==> config.mk <==
export PLATFORM = sky130hd
export DESIGN_NAME = tbsc_level
export DESIGN_NICKNAME = d
export VERILOG_FILES = /design/src/tbsc_pkg.sv /design/src/tbsc_level.sv
export SDC_FILE = /design/constraint.sdc
export NUM_CORES = 1
export LEC_CHECK = 0
export BUFFER_PORTS_ARGS = -buffer_cell sky130_fd_sc_hd__buf_2
export CORE_AREA = 2 2 165 207
export DETAILED_ROUTE_END_ITERATION = 7
export DIE_AREA = 0 0 167 209
export GPL_TIMING_DRIVEN = 0
export PLACE_DENSITY = 0.51
export SYNTH_ARGS = -nofsm -noshare
export SYNTH_HDL_FRONTEND = slang
export SYNTH_SLANG_ARGS = --single-unit
export TNS_END_PERCENT = 20
==> constraint.sdc <==
create_clock -name i_clk -period 8.06 [get_ports i_clk]
set_input_delay 1.209 -clock i_clk [delete_from_list [all_inputs] [get_ports i_clk]]
set_output_delay 1.209 -clock i_clk [all_outputs]
set_load 0.05 [all_outputs]
==> src/tbsc_pkg.sv <==
// shared types, format codes and helper functions for the texture buffer size calculator
package tbsc_pkg;

    // field widths
    localparam int SIDE_W       = 11;
    localparam int FMT_W        = 6;
    localparam int LEVEL_W      = 8;
    localparam int OUT_W        = 24;
    localparam int PROD_W       = 2 * SIDE_W;
    localparam int ACC_W        = PROD_W + 7;
    localparam int IN_FIELDS_W  = 2 * SIDE_W + FMT_W + 1 + LEVEL_W;
    localparam int IN_TDATA_W   = ((IN_FIELDS_W + 7) / 8) * 8;
    localparam int OUT_TDATA_W  = ((OUT_W + 7) / 8) * 8;

    // an 11-bit side halves to 1 in at most this many levels
    localparam int LEVEL_STAGES = SIDE_W;

    // tile shift width and rounding mask width
    localparam int SHIFT_W      = 2;
    localparam int MASK_W       = 4;

    localparam logic [OUT_W-1:0] SIZE_SAT = {OUT_W{1'b1}};

    // format codes
    localparam logic [FMT_W-1:0] FMT_I4     = 6'h00;
    localparam logic [FMT_W-1:0] FMT_I8     = 6'h01;
    localparam logic [FMT_W-1:0] FMT_IA4    = 6'h02;
    localparam logic [FMT_W-1:0] FMT_IA8    = 6'h03;
    localparam logic [FMT_W-1:0] FMT_RGB565 = 6'h04;
    localparam logic [FMT_W-1:0] FMT_RGB5A3 = 6'h05;
    localparam logic [FMT_W-1:0] FMT_RGBA8  = 6'h06;
    localparam logic [FMT_W-1:0] FMT_C4     = 6'h08;
    localparam logic [FMT_W-1:0] FMT_C8     = 6'h09;
    localparam logic [FMT_W-1:0] FMT_C14X2  = 6'h0A;
    localparam logic [FMT_W-1:0] FMT_CMPR   = 6'h0E;
    localparam logic [FMT_W-1:0] FMT_Z8     = 6'h11;
    localparam logic [FMT_W-1:0] FMT_Z16    = 6'h13;
    localparam logic [FMT_W-1:0] FMT_Z24X8  = 6'h16;
    localparam logic [FMT_W-1:0] FMT_R4     = 6'h20;
    localparam logic [FMT_W-1:0] FMT_RA4    = 6'h22;
    localparam logic [FMT_W-1:0] FMT_RA8    = 6'h23;
    localparam logic [FMT_W-1:0] FMT_A8     = 6'h27;
    localparam logic [FMT_W-1:0] FMT_R8     = 6'h28;
    localparam logic [FMT_W-1:0] FMT_G8     = 6'h29;
    localparam logic [FMT_W-1:0] FMT_B8     = 6'h2A;
    localparam logic [FMT_W-1:0] FMT_RG8    = 6'h2B;
    localparam logic [FMT_W-1:0] FMT_GB8    = 6'h2C;
    localparam logic [FMT_W-1:0] FMT_Z4     = 6'h30;
    localparam logic [FMT_W-1:0] FMT_Z8M    = 6'h39;
    localparam logic [FMT_W-1:0] FMT_Z8L    = 6'h3A;
    localparam logic [FMT_W-1:0] FMT_Z16L   = 6'h3C;

    // tile geometry of one format
    typedef struct packed {
        logic [SHIFT_W-1:0] sx;
        logic [SHIFT_W-1:0] sy;
        logic               tb64;
    } t_tile;

    // payload carried down the level pipeline
    typedef struct packed {
        logic [SIDE_W-1:0]  w;
        logic [SIDE_W-1:0]  h;
        t_tile              tile;
        logic [LEVEL_W-1:0] levels;
        logic               done;
        logic [PROD_W-1:0]  prod;
        logic [ACC_W-1:0]   total;
    } t_stage;

    // tile size lookup; I4 and unknown codes fall to 1x1
    function automatic t_tile tile_decode(input logic [FMT_W-1:0] fmt);
        t_tile t;
        t.tb64 = (fmt == FMT_RGBA8) || (fmt == FMT_Z24X8);
        unique case (fmt)
            FMT_C4, FMT_C8, FMT_C14X2, FMT_CMPR, FMT_R4, FMT_Z4: begin
                t.sx = 2'd3;
                t.sy = 2'd3;
            end
            FMT_I8, FMT_IA4, FMT_Z8, FMT_RA4, FMT_A8,
            FMT_R8, FMT_G8, FMT_B8, FMT_Z8M, FMT_Z8L: begin
                t.sx = 2'd3;
                t.sy = 2'd2;
            end
            FMT_IA8, FMT_RGB565, FMT_RGB5A3, FMT_RGBA8, FMT_Z16,
            FMT_Z24X8, FMT_RA8, FMT_RG8, FMT_GB8, FMT_Z16L: begin
                t.sx = 2'd2;
                t.sy = 2'd2;
            end
            default: begin
                t.sx = 2'd0;
                t.sy = 2'd0;
            end
        endcase
        return t;
    endfunction

    // tile count to bytes: 64 or 32 bytes a tile
    function automatic logic [ACC_W-1:0] tiles_to_bytes(input logic [PROD_W-1:0] prod,
                                                        input logic tb64);
        logic [ACC_W-1:0] p;
        p = ACC_W'(prod);
        return tb64 ? (p << 6) : (p << 5);
    endfunction

endpackage

==> src/tbsc_level.sv <==
// one mip level stage: tile count of this level, running sum of the previous one
module tbsc_level
    import tbsc_pkg::*;
(
    input  logic   i_clk,
    input  logic   i_rst_n,
    input  logic   i_en,
    input  logic   i_valid,
    input  t_stage i_stage,
    output logic   o_valid,
    output t_stage o_stage
);

    logic                 r_valid;
    t_stage               r_stage;
    t_stage               n_stage;

    logic                 live;
    logic [MASK_W-1:0]    mask_x;
    logic [MASK_W-1:0]    mask_y;
    logic [SIDE_W:0]      sum_x;
    logic [SIDE_W:0]      sum_y;
    logic [SIDE_W:0]      tiles_x;
    logic [SIDE_W:0]      tiles_y;

    // round each side up to whole tiles
    always_comb begin
        mask_x  = (MASK_W'(1) << i_stage.tile.sx) - MASK_W'(1);
        mask_y  = (MASK_W'(1) << i_stage.tile.sy) - MASK_W'(1);
        sum_x   = {1'b0, i_stage.w} + {{(SIDE_W + 1 - MASK_W){1'b0}}, mask_x};
        sum_y   = {1'b0, i_stage.h} + {{(SIDE_W + 1 - MASK_W){1'b0}}, mask_y};
        tiles_x = sum_x >> i_stage.tile.sx;
        tiles_y = sum_y >> i_stage.tile.sy;
    end

    // level product, halving and running total
    always_comb begin
        live            = (i_stage.levels != '0) && !i_stage.done;
        n_stage         = i_stage;
        n_stage.total   = i_stage.total + tiles_to_bytes(i_stage.prod, i_stage.tile.tb64);
        n_stage.prod    = '0;
        if (live) begin
            n_stage.prod   = PROD_W'(tiles_x[SIDE_W-1:0]) * PROD_W'(tiles_y[SIDE_W-1:0]);
            n_stage.levels = i_stage.levels - LEVEL_W'(1);
            n_stage.done   = (i_stage.w == SIDE_W'(1)) && (i_stage.h == SIDE_W'(1));
            n_stage.w      = (i_stage.w > SIDE_W'(1)) ? (i_stage.w >> 1) : SIDE_W'(1);
            n_stage.h      = (i_stage.h > SIDE_W'(1)) ? (i_stage.h >> 1) : SIDE_W'(1);
        end
    end

    // stage register
    always_ff @(posedge i_clk) begin
        if (!i_rst_n) begin
            r_valid <= 1'b0;
        end else if (i_en) begin
            r_valid <= i_valid;
        end
    end

    always_ff @(posedge i_clk) begin
        if (i_en) begin
            r_stage <= n_stage;
        end
    end

    assign o_valid = r_valid;
    assign o_stage = r_stage;

endmodule

==> impl_metrics.toml <==
[clock_tree]
cts_hold_buf = 0
cts_sinks = 88
clkSlewWorstSetupHoldPaths_ns = 0.08
ctsHtreeMaxLevel = 3
clock_tree_from_tritoncts = "yes"
clock_path_buffers = 2
clock_latency_ns = 0.37
numCtsBuffers = 9
cts-root-buf = "clkbuf_16"

[sta]
max_freq_mhz = 128
relSlewSlack_pct = 48.9
setup_viol_count_final = 0
rsz0062_at_grt = "yes"
post-route-min-period_ns = 7.82
worst_slack_ns = 0.240
slew_viol_final = 0
max_slew.worst_pin.slew_ns = 0.766
hold_viol_final = 0
hold_ws_ns = 0.524
fin_crit_sh_pct = 97.0
clock-skew-final_ns = 0

[floorplan]
die_width_um = 167
fp.coreArea_um2 = 33100
floorplan.die.height_um = 209
dieArea_um2 = 34900
start_util_pct = 30.3
rows = 75
io_pins = 179

[finish]
final_layout_size_suffix_gt1_share_pct = 27.2
layout-area-overhead-vs-synth_pct = 23.6
n_fill_cell = 3395
ff_latch_area_um2 = 2630
most_frequent_cells_in_the_layout = "buf_2 (174), inv_1 (119), nor2_1 (112)"
multi_input_comb_area_um2 = 7050
num-nets-final = 1535
antenna_cells = 0
mostFrequentLayoutCell = "buf_2"

[setup_path]
origin_of_the_critical_flop_to_flop_path = "o_valid"
worst_path_largest_cell_delay_ns = 0.57
cp.required_ns = 8.18
worstSetupPathDepth = 31
worst_setup_path_start_kind = "primary input"
cpLargestDelayFamily = "adder cells"
cp_dominant_cell_by_count = "fa_1"
reg2reg_slack_ns = 7.47
worst_setup_path_startpoint = "i_stage[62]"
crit_fanout = 6
rr_worst_depth = 2
buffers_and_inverters_on_the_worst_path = 9
worst_setup_path_endpoint = "o_stage[49]"
endpoint_kind = "register"
worst-setup-path-type = "primary input to register"
regToRegEndpoint = "o_valid"
critical-path-slowest-cell = "or4_4"
crit_arrival_ns = 7.94

[run]
maxCapViolations = 0

[pwr]
worst_ir_drop_vdd_mv = 0.405
clockPowerShare_pct = 8.7
internal_power_mw = 2.50
switching_power_mw = 2.44
swShare_pct = 49.5
seq_power_share_pct = 13.9
pwr-share-comb_pct = 77.3
pwr_density_cell_nw_per_um2 = 398
leak_nw = 5.68

[grt]
antenna_violations_before_repair = 0
grt_start_max_net_pins = 70
grt_pass1_wl_um = 42300
globalRouteTotalUtil_pct = 15.3
aggregate_global_routing_overflow = 0
first_global_vias = 7983

[place]
worst_setup_slack_post_dpl_ns = -0.791
io_buffer_count = 175
dp_hpwl_um = 21200
place_congestion = 0.850

[drt]
route.detailed.drc = 0
postRouteAntennaNets = 0
drt_iter0_drc = 447
drt_pass1_iterations = 5
avgViaCountPerCell = 4.81
total_routed_length_um = 26600
wl_per_cell_um = 15.7
routed-via-count = 8151

[logic_synthesis]
synth_edf_count = 87
yosys_register_bits = 88
syn_area_per_cell_um2 = 9.54
mappedNetlistArea_um2 = 10000
yosys-top-cells-area = "edfxtp_1 (26%), fa_1 (17%), ha_1 (12%)"
synth_flop_cell = "edfxtp_1"
synthCells = 1053
yosysWarningCount = 0
synth.distinct_cells = 79
synthDominantAreaCellType = "edfxtp_1"
area_share_of_the_largest_cell_type_after_synthesis_pct = 26.0
synth_async_sr_flop_share_pct = 0
sequential_area_share_after_synthesis_pct = 26.2

[status]
outcome = "finished clean"

[min_path]
min_path_type = "register to register"
==> worst min-delay path by stage <==
stage	startpoint	end	slack, ns	cells past startpoint
final	o_valid	o_valid	0.52	2
after global routing	o_valid	o_valid	0.59	2
after CTS	o_valid	o_valid	0.53	2
after detailed placement	o_valid	o_valid	0.51	2
after global placement	o_valid	o_valid	0.50	2
after floorplan	o_valid	o_valid	0.74	2
==> Yosys cell counts (18+ instances only) <==
cell        n
a21o_1     26
mux2i_1    23
xnor2_1    37
a21oi_1    39
o21ai_0    28
mux2_2     27
nand2b_1   31
nor2_1    112
xor2_1     20
ha_1       93
nor2b_1    18
nand2_1    81
clkbuf_1   23
edfxtp_1   87
inv_1     123
fa_1       83
==> cell type report <==
cell class | count | share of cell area [%]
Buffer | 37 | 2.00
Clock buffer | 9 | 1.81
Clock inverter | 7 | 0.584
Inverter | 125 | 3.78
Multi-Input combinational cell | 797 | 56.7
Sequential cell | 88 | 21.2
Tap cell | 423 | 4.26
Timing Repair Buffer | 210 | 9.62
==> cell families after synthesis <==
family | after synthesis | synth area share [%]
buffers and inverters | 169 | 6.67
adders and majority gates | 176 | 28.1
xor gates and xnor gates | 58 | 5.13
AOI/OAI and AO/OA | 170 | 12.0
muxes | 50 | 5.32
and+or+nand+nor | 341 | 16.6
DFF | 88 | 26.2
other | 1 | 0.0373
==> state kept, by name, indices dropped and copies added (netlist names) <==
name and count:
o_valid 1, o_stage 87
==> power by group through the flow <==
stage | sequential [mW] | combinational (mW) | clock (mW)
after floorplan | 1.01 | 2.28 | 0
after global placement | 0.702 | 3.29 | 0
after detailed placement | 0.698 | 3.29 | 0
after CTS | 0.690 | 3.50 | 0.450
after global routing | 0.697 | 4.27 | 0.467
final | 0.689 | 3.82 | 0.432
==> through the flow <==
step | cell area (µm²) | power (mW) | setup TNS (ns) | utilization [%] | instances
floorplan | 10100 | 3.29 | 0 | - | 1054
global placement | 11500 | 3.99 | -6.89 | 34.7 | 1652
detailed placement | 11500 | 3.98 | -6.73 | 34.7 | 1653
CTS | 12100 | 4.64 | 0 | 36.4 | 1680
global route | 12400 | 5.44 | -0.0602 | 37.5 | 1696
finish | 12400 | 4.94 | 0 | 37.5 | 1696
==> worst register-to-register path, stage by stage, from the launching register on <==
cell	delay [ns]
dfxtp_1	0.31
mux2i_1	0.12
nor2b_1	0.06
==> layer usage <==
| metal | GRT usage (%) | vias up | wire, µm |
|---|---|---|---|
| met3 | 1.99 | 23 | 990 |
| li1 | - | 4007 | - |
| met4 | 4.88 | 0 | 495 |
| met1 | 19.6 | 3966 | 11600 |
| met5 | 0 | - | 0 |
| met2 | 26.6 | 155 | 13600 |
==> repair_timing <==
action	in CTS	in global routing
pin swaps	13	30
buffers inserted	15	19
setup endpoints to repair	10	10
resized for setup	35	60
Note: power is estimated with default switching activity, not from simulation.
